==> config.mk <==
export PLATFORM = sky130hd
export DESIGN_NAME = serial_frame_receiver_xor_check
export DESIGN_NICKNAME = d
export VERILOG_FILES = /design/src/rtl/sfr_pkg.sv /design/src/rtl/sfr_cfg.sv /design/src/rtl/sfr_parser.sv /design/src/rtl/sfr_out_reg.sv /design/src/rtl/serial_frame_receiver_xor_check.sv
export SDC_FILE = /design/constraint.sdc
export NUM_CORES = 1
export LEC_CHECK = 0
export ABC_AREA = 1
export ABC_CLOCK_PERIOD_IN_PS = 3300
export BUFFER_PORTS_ARGS = -buffer_cell sky130_fd_sc_hd__clkbuf_2
export CAP_MARGIN = 10
export CORE_ASPECT_RATIO = 0.75
export CORE_MARGIN = 2
export CORE_UTILIZATION = 55
export CTS_BUF_LIST = sky130_fd_sc_hd__clkbuf_16
export DETAILED_ROUTE_END_ITERATION = 8
export PLACE_DENSITY = 0.77
export SLEW_MARGIN = 0
export SYNTH_ARGS = -nofsm -noshare
export SYNTH_HDL_FRONTEND = slang
export SYNTH_HIERARCHICAL = 1
export SYNTH_SLANG_ARGS = --single-unit
==> constraint.sdc <==
create_clock -name i_clk -period 3.3 [get_ports i_clk]
set_clock_uncertainty 0.15 [all_clocks]
set_input_delay 0.66 -clock i_clk [delete_from_list [all_inputs] [get_ports i_clk]]
set_output_delay 0.66 -clock i_clk [all_outputs]
set_load 0.03 [all_outputs]
==> src/rtl/sfr_pkg.sv <==
// Shared types and constants for the serial frame receiver.
package sfr_pkg;

    localparam int unsigned BYTE_W     = 8;
    localparam int unsigned LEN_W      = 16;
    localparam int unsigned CFG_IDX_W  = 8;
    localparam int unsigned OUT_DATA_W = 32;

    // Configuration register indexes.
    localparam logic [CFG_IDX_W-1:0] CFG_START_MARKER = 8'd0;
    localparam logic [CFG_IDX_W-1:0] CFG_TOKEN_MARKER = 8'd1;

    localparam logic [BYTE_W-1:0] START_MARKER_RST = 8'h1B;
    localparam logic [BYTE_W-1:0] TOKEN_MARKER_RST = 8'h0E;

    typedef enum logic [1:0] {
        KIND_PAYLOAD   = 2'd0,
        KIND_FRAME_OK  = 2'd1,
        KIND_FRAME_BAD = 2'd2
    } t_kind;

    typedef struct packed {
        t_kind             kind;
        logic [BYTE_W-1:0] payload_byte;
        logic              last_payload;
        logic [BYTE_W-1:0] frame_seq;
        logic [LEN_W-1:0]  frame_length;
    } t_result;

endpackage

==> src/rtl/sfr_cfg.sv <==
// Configuration registers holding the start and token marker values.
module sfr_cfg (
    input  logic                          i_clk,
    input  logic                          i_rst_n,
    input  logic                          i_wr_en,
    input  logic [sfr_pkg::CFG_IDX_W-1:0] i_wr_index,
    input  logic [sfr_pkg::BYTE_W-1:0]    i_wr_data,
    output logic [sfr_pkg::BYTE_W-1:0]    o_start_marker,
    output logic [sfr_pkg::BYTE_W-1:0]    o_token_marker
);
    import sfr_pkg::*;

    logic [BYTE_W-1:0] r_start_marker;
    logic [BYTE_W-1:0] r_token_marker;

    always_ff @(posedge i_clk) begin
        if (!i_rst_n) begin
            r_start_marker <= START_MARKER_RST;
            r_token_marker <= TOKEN_MARKER_RST;
        end else if (i_wr_en) begin
            if (i_wr_index == CFG_START_MARKER) begin
                r_start_marker <= i_wr_data;
            end
            if (i_wr_index == CFG_TOKEN_MARKER) begin
                r_token_marker <= i_wr_data;
            end
        end
    end

    assign o_start_marker = r_start_marker;
    assign o_token_marker = r_token_marker;

endmodule

==> src/rtl/sfr_parser.sv <==
// Frame parser state machine that consumes one byte per transfer.
module sfr_parser (
    input  logic                       i_clk,
    input  logic                       i_rst_n,
    input  logic                       i_byte_valid,
    input  logic [sfr_pkg::BYTE_W-1:0] i_byte,
    input  logic [sfr_pkg::BYTE_W-1:0] i_start_marker,
    input  logic [sfr_pkg::BYTE_W-1:0] i_token_marker,
    output logic                       o_res_valid,
    output sfr_pkg::t_result           o_res
);
    import sfr_pkg::*;

    typedef enum logic [2:0] {
        PH_HUNT  = 3'd0,
        PH_SEQ   = 3'd1,
        PH_LENH  = 3'd2,
        PH_LENL  = 3'd3,
        PH_TOKEN = 3'd4,
        PH_DATA  = 3'd5,
        PH_CHECK = 3'd6
    } t_phase;

    t_phase            r_phase, n_phase;
    logic [BYTE_W-1:0] r_xor, n_xor;
    logic [BYTE_W-1:0] r_seq, n_seq;
    logic [LEN_W-1:0]  r_length, n_length;
    logic [LEN_W-1:0]  r_seen, n_seen;
    logic [BYTE_W-1:0] xor_in;
    logic [LEN_W-1:0]  seen_inc;
    logic              is_last;

    assign xor_in   = r_xor ^ i_byte;
    assign seen_inc = r_seen + LEN_W'(1);
    assign is_last  = (seen_inc == r_length);

    always_comb begin
        n_phase     = r_phase;
        n_xor       = r_xor;
        n_seq       = r_seq;
        n_length    = r_length;
        n_seen      = r_seen;
        o_res_valid = 1'b0;
        o_res       = '{kind: KIND_PAYLOAD, payload_byte: '0, last_payload: 1'b0,
                        frame_seq: r_seq, frame_length: r_length};
        if (i_byte_valid) begin
            case (r_phase)
                PH_SEQ: begin
                    n_xor   = xor_in;
                    n_seq   = i_byte;
                    n_phase = PH_LENH;
                end
                PH_LENH: begin
                    n_xor    = xor_in;
                    n_length = {i_byte, {BYTE_W{1'b0}}};
                    n_phase  = PH_LENL;
                end
                PH_LENL: begin
                    n_xor    = xor_in;
                    n_length = {r_length[LEN_W-1:BYTE_W], i_byte};
                    n_phase  = PH_TOKEN;
                end
                PH_TOKEN: begin
                    if (i_byte != i_token_marker) begin
                        n_xor   = '0;
                        n_phase = PH_HUNT;
                    end else begin
                        n_xor   = xor_in;
                        n_seen  = '0;
                        n_phase = (r_length == '0) ? PH_CHECK : PH_DATA;
                    end
                end
                PH_DATA: begin
                    n_xor                = xor_in;
                    n_seen               = seen_inc;
                    o_res_valid          = 1'b1;
                    o_res.payload_byte   = i_byte;
                    o_res.last_payload   = is_last;
                    if (is_last) begin
                        n_phase = PH_CHECK;
                    end
                end
                PH_CHECK: begin
                    o_res_valid = 1'b1;
                    o_res.kind  = (xor_in == '0) ? KIND_FRAME_OK : KIND_FRAME_BAD;
                    n_xor       = '0;
                    n_seen      = '0;
                    n_phase     = PH_HUNT;
                end
                default: begin
                    if (i_byte == i_start_marker) begin
                        n_xor   = i_byte;
                        n_phase = PH_SEQ;
                    end else begin
                        n_phase = PH_HUNT;
                    end
                end
            endcase
        end
    end

    always_ff @(posedge i_clk) begin
        if (!i_rst_n) begin
            r_phase  <= PH_HUNT;
            r_xor    <= '0;
            r_seq    <= '0;
            r_length <= '0;
            r_seen   <= '0;
        end else begin
            r_phase  <= n_phase;
            r_xor    <= n_xor;
            r_seq    <= n_seq;
            r_length <= n_length;
            r_seen   <= n_seen;
        end
    end

endmodule

==> src/rtl/sfr_out_reg.sv <==
// Output register that holds one result until the downstream side takes it.
module sfr_out_reg (
    input  logic             i_clk,
    input  logic             i_rst_n,
    input  logic             i_res_valid,
    input  sfr_pkg::t_result i_res,
    output logic             o_room,
    output logic             o_valid,
    input  logic             i_ready,
    output sfr_pkg::t_result o_res
);
    import sfr_pkg::*;

    logic    r_valid;
    t_result r_res;

    assign o_room = !r_valid || i_ready;

    always_ff @(posedge i_clk) begin
        if (!i_rst_n) begin
            r_valid <= 1'b0;
        end else if (i_res_valid) begin
            r_valid <= 1'b1;
        end else if (i_ready) begin
            r_valid <= 1'b0;
        end
    end

    always_ff @(posedge i_clk) begin
        if (i_res_valid) begin
            r_res <= i_res;
        end
    end

    assign o_valid = r_valid;
    assign o_res   = r_res;

endmodule

==> src/rtl/serial_frame_receiver_xor_check.sv <==
// Top level of the serial frame receiver with XOR checksum.
// The receiver takes one byte per clock cycle while its output register has
// room; each result is registered and shown on the output in the cycle after
// its input transfer. Each byte updates the frame state registers and any
// result lands in one output register, so a new byte is taken whenever that
// register is empty or being drained in the same cycle. Payload bytes come
// out with tuser = 0 and tlast on the last payload byte; the checksum byte
// gives tuser = 1 (good) or 2 (bad). Marker registers (index 0 start marker,
// index 1 token marker) should be written only while no frame is in flight.
module serial_frame_receiver_xor_check (
    input  logic        i_clk,
    input  logic        i_rst_n,
    input  logic        i_s_axis_tvalid,
    output logic        o_s_axis_tready,
    input  logic [7:0]  i_s_axis_tdata,   // [7:0] rx_byte
    output logic        o_m_axis_tvalid,
    input  logic        i_m_axis_tready,
    output logic [31:0] o_m_axis_tdata,   // [7:0] payload_byte, [15:8] frame_seq,
                                          // [31:16] frame_length
    output logic        o_m_axis_tlast,   // last_payload
    output logic [1:0]  o_m_axis_tuser,   // [1:0] kind
    input  logic        i_cfg_valid,
    output logic        o_cfg_ready,
    input  logic [7:0]  i_cfg_index,
    input  logic [7:0]  i_cfg_data
);
    import sfr_pkg::*;

    logic              room;
    logic              byte_valid;
    logic [BYTE_W-1:0] start_marker;
    logic [BYTE_W-1:0] token_marker;
    logic              res_valid;
    t_result           res;
    t_result           out_res;

    assign o_cfg_ready     = 1'b1;
    assign o_s_axis_tready = room;
    assign byte_valid      = i_s_axis_tvalid && room;

    sfr_cfg u_cfg (
        .i_clk          (i_clk),
        .i_rst_n        (i_rst_n),
        .i_wr_en        (i_cfg_valid),
        .i_wr_index     (i_cfg_index),
        .i_wr_data      (i_cfg_data),
        .o_start_marker (start_marker),
        .o_token_marker (token_marker)
    );

    sfr_parser u_parser (
        .i_clk          (i_clk),
        .i_rst_n        (i_rst_n),
        .i_byte_valid   (byte_valid),
        .i_byte         (i_s_axis_tdata),
        .i_start_marker (start_marker),
        .i_token_marker (token_marker),
        .o_res_valid    (res_valid),
        .o_res          (res)
    );

    sfr_out_reg u_out_reg (
        .i_clk       (i_clk),
        .i_rst_n     (i_rst_n),
        .i_res_valid (res_valid),
        .i_res       (res),
        .o_room      (room),
        .o_valid     (o_m_axis_tvalid),
        .i_ready     (i_m_axis_tready),
        .o_res       (out_res)
    );

    assign o_m_axis_tdata = {out_res.frame_length, out_res.frame_seq, out_res.payload_byte};
    assign o_m_axis_tlast = out_res.last_payload;
    assign o_m_axis_tuser = out_res.kind;

endmodule
======== Yosys cells after proc, flatten, opt, wreduce, memory -nomap -nowiden ========
Cells that the tools add are included.
cells by class
  add/subtract/negate cells ............... 1
  reduce and logical (&&, ||, !) cells .... 22
  equality and inequality tests ........... 12
  bitwise gates (word level) .............. 2
  muxes and demuxes ....................... 16
operator list
  cell                                                                   count
  16-bit case mux with 3 select lines                                    1
  16-bit case mux with 2 select lines                                    1
  8-bit case mux with 3 select lines                                     1
  3-bit case mux with 6 select lines                                     1
  16-bit by 1-bit adder with 16-bit output, second input constant        1
  16-bit equality test                                                   1
  16-bit zero test                                                       1
  8-bit zero test                                                        2
  16-bit two-way mux                                                     1
  8-bit two-way mux                                                      2
  2-bit AND reduction                                                    8
  3-bit equality test, second input constant                             3
  8-bit by 1-bit equality test with 1-bit output, second input constant  1
  8-bit equality test                                                    1
  8-bit inequality test                                                  1
  8-bit XOR                                                              1
  3-bit by 2-bit equality test with 1-bit output, second input constant  2
  3-bit two-way mux                                                      2
  3-bit AND reduction                                                    2
  1-bit two-way mux                                                      5
  2-bit two-way mux                                                      2
  2-bit nonzero test                                                     2
  4-bit nonzero test                                                     1
  4-bit OR reduction                                                     1
  other kinds (9)                                                        9
storage, ports and cells
  word-level logic and storage cells ...... 67
  flip-flop bits (word level) ............. 103
  output and inout bits ................... 38
  input port bits ......................... 29

======== Depth between registers and ports, before layout ========
Gate-level depths: netlist (run 1).
  depth after elaboration ................. 5
  depth in mapped cells ................... 17
  gate-level depth less buffers ........... 17

======== By module ========
The synthesis (run 1) kept the hierarchy.
modules (own cells, without submodules)
  module                           instances  cells each  area each (um^2)
  sfr_parser                       1          477         3246.9
  sfr_out_reg                      1          41          1097.3
  sfr_cfg                          1          100         715.7
  serial_frame_receiver_xor_check  1          4           18.8

======== Least setup slack after synthesis (run 1) ========
No wires, ideal clock.
  kind .................................... register to register
  from .................................... register u_parser.r_phase[0]
  to ...................................... register u_out_reg.r_res, in the netlist u_out_reg/o_res[0], enable pin
  data arrival time ....................... 2.094 ns
  setup slack ............................. 0.663 ns
  stages on the path, launching flop included .. 8
  cells stage by stage .................... dfxtp_1 inv_1 nor2_1 inv_1 nor2_2 buf_2 nand2_1 nand2_1
between the ends
  longest elaborated chain between the ends .. 4
  elaborated cells between the ends (all ways) .. 5
  classes of those cells .................. 2 x eq/ne; 2 x mux; 1 x reduce/logical
ends and longest elaborated chain
  element                                line                                   source
  start, declared                        sfr_parser.sv:24                       t_phase r_phase, n_phase;
  start signal, assigned                 sfr_parser.sv:110                      r_phase <= n_phase;
  3-bit equality test                    sfr_parser.sv:47                       case (r_phase)
  2-bit OR reduction (no source line) *  n/a
  1-bit two-way mux *                    sfr_parser.sv:47
  1-bit two-way mux *                    sfr_parser.sv:46                       if (i_byte_valid) begin
  named net res_valid                    serial_frame_receiver_xor_check.sv:33  logic res_valid;
  end signal, assigned                   sfr_out_reg.sv:31                      r_res <= i_res;
  end, declared                          sfr_out_reg.sv:15                      t_result r_res;
Mark *: on every way through the listed nets, which the timed path passes. The rest lies on a longest branch.
A chain may end at the register's enable or synchronous reset.

======== Worst setup path in the final report (run 1) ========
  from .................................... register u_parser.r_phase[0]
  to ...................................... register u_out_reg.r_res, in the netlist u_out_reg/o_res[34], enable pin
The elaborated chain is that of the path after synthesis.

==> impl_metrics.ini, run 1 <==
[grt]
grt_pass1_vias = 4282
use_met3_pct = 5.08
grt_use_met1_pct = 37.0
gr-total-overflow = 0
grt_use_met2_pct = 42.5
grt_use_total_pct = 26.4
grt_max_degree = 47
grt_pass1_wl_mm = 20.7
top_usage_layer = met2
antenna_found_initial = 0

[critical_path]
start_kind = flop
r2r_end = u_out_reg/o_res[34]
rrSetupSlack_ps = 760
cp_max_fo = 31
crit_family = simple AND/OR/NAND/NOR gates
slowest_delay_ps = 620
r2r_cells = 7
critical_path.slowest_cell = dfxtp_1
crit_required_ps = 3190
r2r_start = u_parser/r_phase[0]
cp-end-kind = flop
arrival_ps = 2430
timing.critical_path.buf_inv = 3
worstPathCellList = inv_1 -> nor2_1 -> inv_1 -> nor2_2 -> nand2_1 -> nand2_1 -> buf_12
worstSetupPathType = flop to flop
worstSetupStartpoint = u_parser/r_phase[0]

[placement]
hpwl_mm = 9.05
dp_slack_ps = 585
port_buffers = 65
gp_congestion = 0.934

[routing]
route.vias.total = 4520
ant_nets = 0
via_per_inst = 5.69
wl_per_cell_um = 15.8
first_iter_violations = 365
firstDrtPassIters = 5
drt-total-wl_mm = 12.5
drcViolationCount = 0

[die]
dieArea_sq_um = 10000
die-height_um = 87.2
ioPinCount = 67
num_rows = 30
dieWidth_um = 115
start_util_pct = 56.4
core_area_sq_um = 9010

[logic_synthesis]
ys_warn_count = 6
synthArstFlopShare_pct = 0
synth-main-ff-cell = dfxtp_1
synth.avg_cell_area_sq_um = 8.16
synth-edff-count = 35
ys_seq_area_share_pct = 47.5
synth_area_sq_um = 5080
syn_nets = 652
ys_types = 38
ys_ff_latch = 103
synth_cells = 622

[clock_network]
cts_hold_buffers = 0
numCtsBuffers = 9
clk_pin_slew_ps = 70
cts_resized = 0
cts_tree = yes
cts-root-buf = clkbuf_16
clk_path_buf_depth = 2
htree_levels = 3
clk_latency_ps = 350
numClockSinks = 103
post_cts_buffers = 0

[finish]
fillers = 763
utilization_pct = 63.9
seqCellArea_sq_um = 2410
drive_gt1_share_pct = 19.3
diodes = 0
layout.nets = 708
layout_commonest_cell = nand2_1
syn2layout_area_growth_pct = 13.4
multi_input_area_sq_um = 2310
final_cell_mix = nand2_1, dfxtp_1, clkbuf_2

[timing]
holdWs_ps = 285
fin_ws_ps = 762
max_freq_ghz = 0.394
hold_viol = 0
drv_slew = 0
setup_viol = 0
slew_headroom_pct = 36.3
fin_crit_ps = 2540
worst-slew-pin-transition_ps = 955
tns_ps = 0
rsz0062_at_grt = false
fin_crit_sh_pct = 76.9

[status]
status = finished, final reports clean

[flow_run]
maxCapViolations = 0

[hold_path]
hold_end = u_out_reg/o_res[19]
worstHoldPathCells = 0
hp-class = flop to flop
hold_path.startpoint = u_parser/r_seq[3]

[power]
power_density_nw_per_um2 = 487
leakage_nw = 2.40
vdd_drop_max_uv = 245
## sequential cells by signal, indices dropped and copies added, names as in the netlist
| register | flops |
|---|---|
| u_parser/r_phase | 3 |
| u_cfg/o_start_marker | 8 |
| u_out_reg/o_valid | 1 |
| u_parser/r_xor | 8 |
| u_cfg/o_token_marker | 8 |
| u_parser/r_seq | 8 |
| u_parser/r_seen | 16 |
| u_out_reg/o_res | 35 |
| u_parser/r_length | 16 |
## area by class of cell
class                   count  area share, %
multi-input cells         432           40.0
repair buffers             69           6.39
inverters                  63           4.11
well taps                 112           2.43
clock inverters             7           1.26
flip-flops and latches    103           41.9
clock buffers               9           3.91
## worst reg2reg max path, stage by stage (launching register included)
cell     delay, ps
dfxtp_1        620
inv_1          170
nor2_1         200
inv_1          120
nor2_2         120
nand2_1        250
nand2_1        350
buf_12         240
## synth_stat cells, types with 8 or more instances
| master | number | area share (%) |
|---|---|---|
| nor2_1 | 56 | 4.1 |
| nand2_1 | 121 | 8.9 |
| dfxtp_1 | 68 | 27 |
| nand4_1 | 14 | 1.7 |
| nand3_1 | 49 | 4.8 |
| edfxtp_1 | 35 | 21 |
| xnor2_1 | 16 | 2.8 |
| a21oi_1 | 37 | 3.6 |
| a31oi_1 | 15 | 1.8 |
| inv_1 | 60 | 4.4 |
| o21ai_0 | 31 | 3.1 |
| nand2_2 | 15 | 1.8 |
| nor2_4 | 10 | 2.2 |
| buf_2 | 8 | 0.79 |
| a211oi_1 | 14 | 2.1 |
## power breakdown
group          switching (W)  internal (W)  total, W
Sequential         0.0000462       0.00136   0.00140
Combinational       0.000219      0.000113  0.000333
Clock               0.000474      0.000594   0.00107
## per-stage QoR
| stage | instance area, sq um | total power, W | instances |
|---|---|---|---|
| finish | 5760 | 0.00280 | 795 |
| detailed placement | 5460 | 0.00175 | 779 |
| CTS | 5760 | 0.00282 | 795 |
| floorplan | 5080 | 0.00166 | 622 |
| global placement | 5460 | 0.00174 | 779 |
| global route | 5760 | 0.00292 | 795 |
## how the worst max path moves through the flow
stage	to	slack (ps)	cells past startpoint
6_report	u_out_reg/o_res[34]	760	7
3_3_place_gp	u_parser/r_seen[12]	710	10
5_1_grt	u_out_reg/o_res[34]	590	7
3_5_place_dp	u_parser/r_seen[11]	580	10
4_1_cts	u_out_reg/o_res[17]	790	7
2_1_floorplan	u_out_reg/o_res[0]	660	7
## per-layer routing
| metal | share of wire [%] | routed length, um |
|---|---|---|
| met2 | 45 | 5680 |
| met3 | 7.2 | 900 |
| met4 | 1.1 | 132 |
| met1 | 46 | 5830 |
| met5 | 0 | 0 |
## logic make-up after synthesis
kind of cell | after synthesis | share of synthesized area (%)
AND/OR/NAND/NOR | 297 | 28.0
flip-flops | 103 | 47.5
buffers and inverters | 87 | 7.10
AO/OA/AOI/OAI | 110 | 13.1
other | 1 | 0.0738
adder cells (fa/ha/maj) | 1 | 0.246
XOR/XNOR | 23 | 3.97
No activity file was read; power rests on OpenSTA's default activity.
==> inputs of run 2 (changes only) <==
- ABC_CLOCK_PERIOD_IN_PS: 3300 -> 2200
- CORE_UTILIZATION: 55 -> 52
- PLACE_DENSITY: 0.77 -> 0.76
- clock period: 3.3 -> 2.2 ns (I/O delays scaled with it)
==> impl_metrics.ini, run 2 (same netlist as run 1, synthesis figures left out) <==
[finish]
layout_commonest_cell = nand2_1
syn2layout_area_growth_pct = 20.0
final_cell_mix = nand2_1, clkbuf_2, dfxtp_1
largest_reg_flops = 35
utilization_pct = 63.6
drive_gt1_share_pct = 26.1
diodes = 0
final_cell_area_sq_um = 6090
fillers = 810
layout.nets = 725
multi_input_area_sq_um = 2420
instances_no_fill = 832
seqCellArea_sq_um = 2420

[status]
status = finished, final reports clean

[critical_path]
crit_family = simple AND/OR/NAND/NOR gates
r2r_cells = 15
crit_required_ps = 2290
critical_path.slowest_cell = dfxtp_2
start_kind = flop
cp-end-kind = flop
r2r_end = u_parser/r_phase[0]
r2r_start = u_parser/r_seen[0]
slowest_delay_ps = 360
arrival_ps = 2240
worstSetupPathType = flop to flop
rrSetupSlack_ps = 50
timing.critical_path.buf_inv = 4
worstPathCellList = buf_4 -> inv_2 -> nor2_4 -> buf_12 -> nand2_4 -> nor2_4 -> nand3_2 -> nand3_1 -> nand2_2 -> nor2_1 -> nand3_2 -> nand2_2 -> nand2_4 -> o21ai_1 -> inv_1
cp_max_fo = 8

[grt]
grt_pass1_vias = 4203
antenna_found_initial = 0
grt_use_total_pct = 24.6
gr-total-overflow = 0
grt_pass1_wl_mm = 20.6
grt_max_degree = 47

[routing]
ant_nets = 0
first_iter_violations = 381
drt-total-wl_mm = 12.9
via_per_inst = 5.50
wl_per_cell_um = 15.5
drcViolationCount = 0
firstDrtPassIters = 5
route.vias.total = 4579

[clock_network]
cts_hold_buffers = 0
clk_path_buf_depth = 2
cts_tree = yes
htree_levels = 3
numClockSinks = 103
numCtsBuffers = 9
clk_latency_ps = 350
cts-root-buf = clkbuf_16
clk_pin_slew_ps = 80

[timing]
fin_crit_sh_pct = 97.6
hold_viol = 0
holdWs_ps = 185
rsz0062_at_grt = true
drv_slew = 0
max_freq_ghz = 0.466
setup_viol = 0
fin_crit_ps = 2150

[power]
pwr-share-comb_pct = 13.0
vdd_drop_max_uv = 612
power_density_nw_per_um2 = 700
leakage_nw = 2.54
intPower_w = 0.00305
swShare_pct = 28.4
netSwitchingPower_w = 0.00121
clockPowerShare_pct = 37.8
total_power_w = 0.00426
seqPwrFrac_pct = 49.2

[placement]
gp_congestion = 0.945
dpl_cell_area_sq_um = 5610
hpwl_mm = 9.32
port_buffers = 65
dp_cells = 811

[die]
die-height_um = 89.6
core_area_sq_um = 9580
ioPinCount = 67
start_util_pct = 53.0
num_rows = 31
dieWidth_um = 118
dieArea_sq_um = 10600

[flow_run]
maxCapViolations = 0

[hold_path]
worstHoldPathCells = 3
hp-class = input port to flop
hold_path.startpoint = i_cfg_data[4]
hold_end = u_cfg/o_start_marker[4]
==> run 2: cell type report <==
| type | instances | area share (%) |
|---|---|---|
| Inverter | 63 | 3.88 |
| Sequential cell | 103 | 39.8 |
| Tap cell | 132 | 2.71 |
| Timing Repair Buffer | 86 | 8.75 |
| Clock inverter | 7 | 1.38 |
| Multi-Input combinational cell | 432 | 39.8 |
| Clock buffer | 9 | 3.70 |
==> run 2: how the worst max path moves through the flow <==
| stage | slack, ps | start | cells after the start | endpoint |
|---|---|---|---|---|
| finish | 50 | u_parser/r_seen[0] | 15 | u_parser/r_phase[0] |
| global route | -40 | u_parser/r_seen[1] | 16 | u_parser/r_phase[2] |
| CTS | 40 | u_parser/r_seen[1] | 14 | u_parser/r_phase[2] |
| detailed placement | 30 | i_s_axis_tdata[7] | 11 | u_parser/r_seen[15] |
| global placement | 80 | i_s_axis_tdata[7] | 11 | u_parser/r_seen[5] |
| floorplan | 60 | u_parser/r_phase[0] | 7 | u_out_reg/o_res[0] |
==> run 2: metrics by stage <==
step / setup WS, ps / TNS [ps]
after detailed placement: 27.1 / 0
final: 52.0 / 0
after floorplan: 63.2 / 0
after CTS: 38.9 / 0
after global placement: 75.1 / 0
after global routing: -43.8 / -109
==> run 2: routing by layer <==
layer / GRT usage (%) / share of wire (%) / vias to the layer above
li1: - / - / 2244
met1: 33.4 / 46 / 2167
met2: 41.2 / 47 / 152
met3: 4.67 / 6.0 / 16
met4: 6.24 / 1.2 / 0
met5: 0 / 0 / -
==> run 2: power groups by stage <==
stage                     Clock (W)  Combinational [W]  Sequential [W]
after global routing        0.00171           0.000613         0.00211
final                       0.00161           0.000553         0.00210
after CTS                   0.00164           0.000524         0.00210
after global placement            0           0.000508         0.00214
after floorplan                   0           0.000358         0.00214
after detailed placement          0           0.000521         0.00214
==> run 2: worst min-delay path, stage by stage <==
cell and delay, ps:
clkbuf_2 100, nand2_1 50, nand3_1 60
==> run 2: repair_timing <==
item                       in CTS  in global routing
gates resized for setup         0                 39
setup endpoints to repair       0                  4
buffers inserted                0                  5
==> inputs of run 3 (changes only) <==
- ABC_AREA: 1 -> 0
- CORE_UTILIZATION: 52 -> 53
- PLACE_DENSITY: 0.76 -> 0.77
==> impl_metrics.ini, run 3 <==
[finish]
drive_gt1_share_pct = 34.9
layout_commonest_cell = buf_4
largest_reg_flops = 35
fillers = 753
syn2layout_area_growth_pct = 34.8
layout.nets = 795
final_cell_area_sq_um = 7420
instances_no_fill = 906
final_cell_mix = buf_4, clkbuf_2, dfxtp_1
diodes = 0

[grt]
grt_pass1_wl_mm = 26.5
gr-total-overflow = 0
grt_use_total_pct = 30.8
grt_max_degree = 39
grt_pass1_vias = 5069
antenna_found_initial = 0

[timing]
max_freq_ghz = 0.394
hold_viol = 0
worst-slew-pin-transition_ps = 685
drv_slew = 0
fin_crit_sh_pct = 115
fin_ws_ps = -336
fin_crit_ps = 2540
rsz0062_at_grt = true
setup_viol = 3
slew_headroom_pct = 53.7

[flow_run]
maxCapViolations = 0

[placement]
port_buffers = 65
dpl_cell_area_sq_um = 6780
dp_cells = 876
dp_slack_ps = -373
gp_congestion = 0.950
hpwl_mm = 11.9

[critical_path]
cp-end-kind = flop
crit_required_ps = 2220
r2r_start = u_parser/r_seen[9]
worstSetupStartpoint = u_parser/r_seen[9]
start_kind = flop
critical_path.slowest_cell = or4_4
timing.critical_path.buf_inv = 1
cp_max_fo = 9
slowest_delay_ps = 530
worstSetupPathType = flop to flop
worstPathCellList = buf_4 -> nand2_2 -> or4_4 -> o32ai_2 -> o22ai_2 -> or4_4 -> nor4b_4
arrival_ps = 2560
cp_common_cell = or4_4
crit_family = simple AND/OR/NAND/NOR gates

[power]
vdd_drop_max_uv = 419
seqPwrFrac_pct = 51.8
leakage_nw = 2.82
intPower_w = 0.00292
power_density_nw_per_um2 = 507
clockPowerShare_pct = 43.3
total_power_w = 0.00376
pwr-share-comb_pct = 4.9
swShare_pct = 22.4
netSwitchingPower_w = 0.000842

[die]
dieWidth_um = 122
ioPinCount = 67
num_rows = 32
core_area_sq_um = 10200
dieArea_sq_um = 11200
start_util_pct = 53.9
die-height_um = 92.3

[clock_network]
clk_latency_ps = 350
clk_path_buf_depth = 2
numClockSinks = 103
clk_pin_slew_ps = 70
cts-root-buf = clkbuf_16
cts_tree = yes
numCtsBuffers = 9
htree_levels = 3

[status]
status = finished, violations left
failed_checks = setup timing

[logic_synthesis]
ys_types = 63
ys_seq_area_share_pct = 43.8
synth_cells = 609
synthArstFlopShare_pct = 0
ys_top_cells_by_area = dfxtp_1, edfxtp_1, o21ai_0
yosysTopAreaCell = dfxtp_1
synth_commonest_cells = dfxtp_1, nand2_1, o21ai_0, edfxtp_1, nor2_1
synth-edff-count = 35
syn_nets = 639
synth.most_common_cell = dfxtp_1
synth-main-ff-cell = dfxtp_1
netlist.area_leader.share_pct = 24.7
ys_warn_count = 6
synth.avg_cell_area_sq_um = 9.04
ys_ff_latch = 103
synth_area_sq_um = 5510

[routing]
wl_per_cell_um = 18.8
drt-total-wl_mm = 17.0
first_iter_violations = 551
via_per_inst = 5.97
ant_nets = 0
route.vias.total = 5409
firstDrtPassIters = 5
drcViolationCount = 0

[hold_path]
hp-class = input port to flop
hold_path.startpoint = i_cfg_data[7]
## run 3: cell count changes after synthesis, sizes merged, moves of 13 or more
cell and delta:
nor2 -40, nand2 -77, a21boi +33, a21oi -20, a211oi -17, clkbuf +24, inv -56, and3 +15
mux2i +22, o21ai +19, nor2b +22, nand3 -21, nor3 +13
## run 3: through the flow
| stage | setup TNS [ps] | hold WS [ps] | utilization (%) |
|---|---|---|---|
| 5_1_grt | -936 | 210 | 72.7 |
| 4_1_cts | -724 | 186 | 71.4 |
| 2_1_floorplan | -1220 | 258 | - |
| 6_report | -783 | 196 | 72.7 |
| 3_3_place_gp | -971 | 267 | 66.4 |
| 3_5_place_dp | -1530 | 264 | 66.4 |
## run 3: power by group through the flow
stage               sequential (W)  clock (W)  combinational (W)
detailed placement         0.00200          0           0.000177
floorplan                  0.00199          0           0.000105
CTS                        0.00195    0.00165           0.000177
global placement           0.00200          0           0.000173
global route               0.00195    0.00171           0.000196
finish                     0.00195    0.00163           0.000183
## run 3: path summary, 6_finish.rpt
check                            end  slack [ps]  cells past startpoint
max reg2reg      u_out_reg/o_res[24]        -340                      7
max              u_out_reg/o_res[24]        -340                      7
min reg2reg      u_out_reg/o_res[23]         280                      0
min          u_cfg/o_token_marker[7]         200                      3
## run 3: metal layers
metal | up-vias | share of wire [%] | track usage [%]
met2 | 319 | 44 | 45.4
met3 | 44 | 9.5 | 6.47
met4 | 0 | 2.2 | 8.81
li1 | 2538 | - | -
met5 | - | 0 | 0
met1 | 2508 | 45 | 45.5
## run 3: final cells by class
cell class / count / area [sq um] / area share [%]
clock inverter: 7 / 80.1 / 1.08
multi-input combinational: 452 / 3140 / 42.3
tap: 136 / 170 / 2.29
sequential: 103 / 2430 / 32.8
clock buffer: 9 / 225 / 3.03
inverter: 7 / 26.3 / 0.354
timing repair buffer: 192 / 1350 / 18.2
## run 3: repair_timing
item	in CTS	in global routing
endpoints found under the hold margin	0	0
gates resized for setup	31	22
pin swaps	15	10
hold buffers	0	0
setup buffers	11	4
endpoints found under the setup margin	4	4
## run 3: worst register-to-register path: cells and delay by family (launching register included)
kind | cells | cell delay [ps]
AO/OA/AOI/OAI | 2 | 330
buffers and inverters | 1 | 180
flip-flops | 1 | 340
AND/OR/NAND/NOR | 4 | 1360
## run 3: cell families after synthesis
family / share of synthesized area [%]
XOR/XNOR: 6.36
AND/OR/NAND/NOR: 24.4
other: 0.0681
multiplexers: 4.00
adder cells (fa/ha/maj): 0.227
flip-flops: 43.8
buffers and inverters: 4.34
AO/OA/AOI/OAI: 16.8
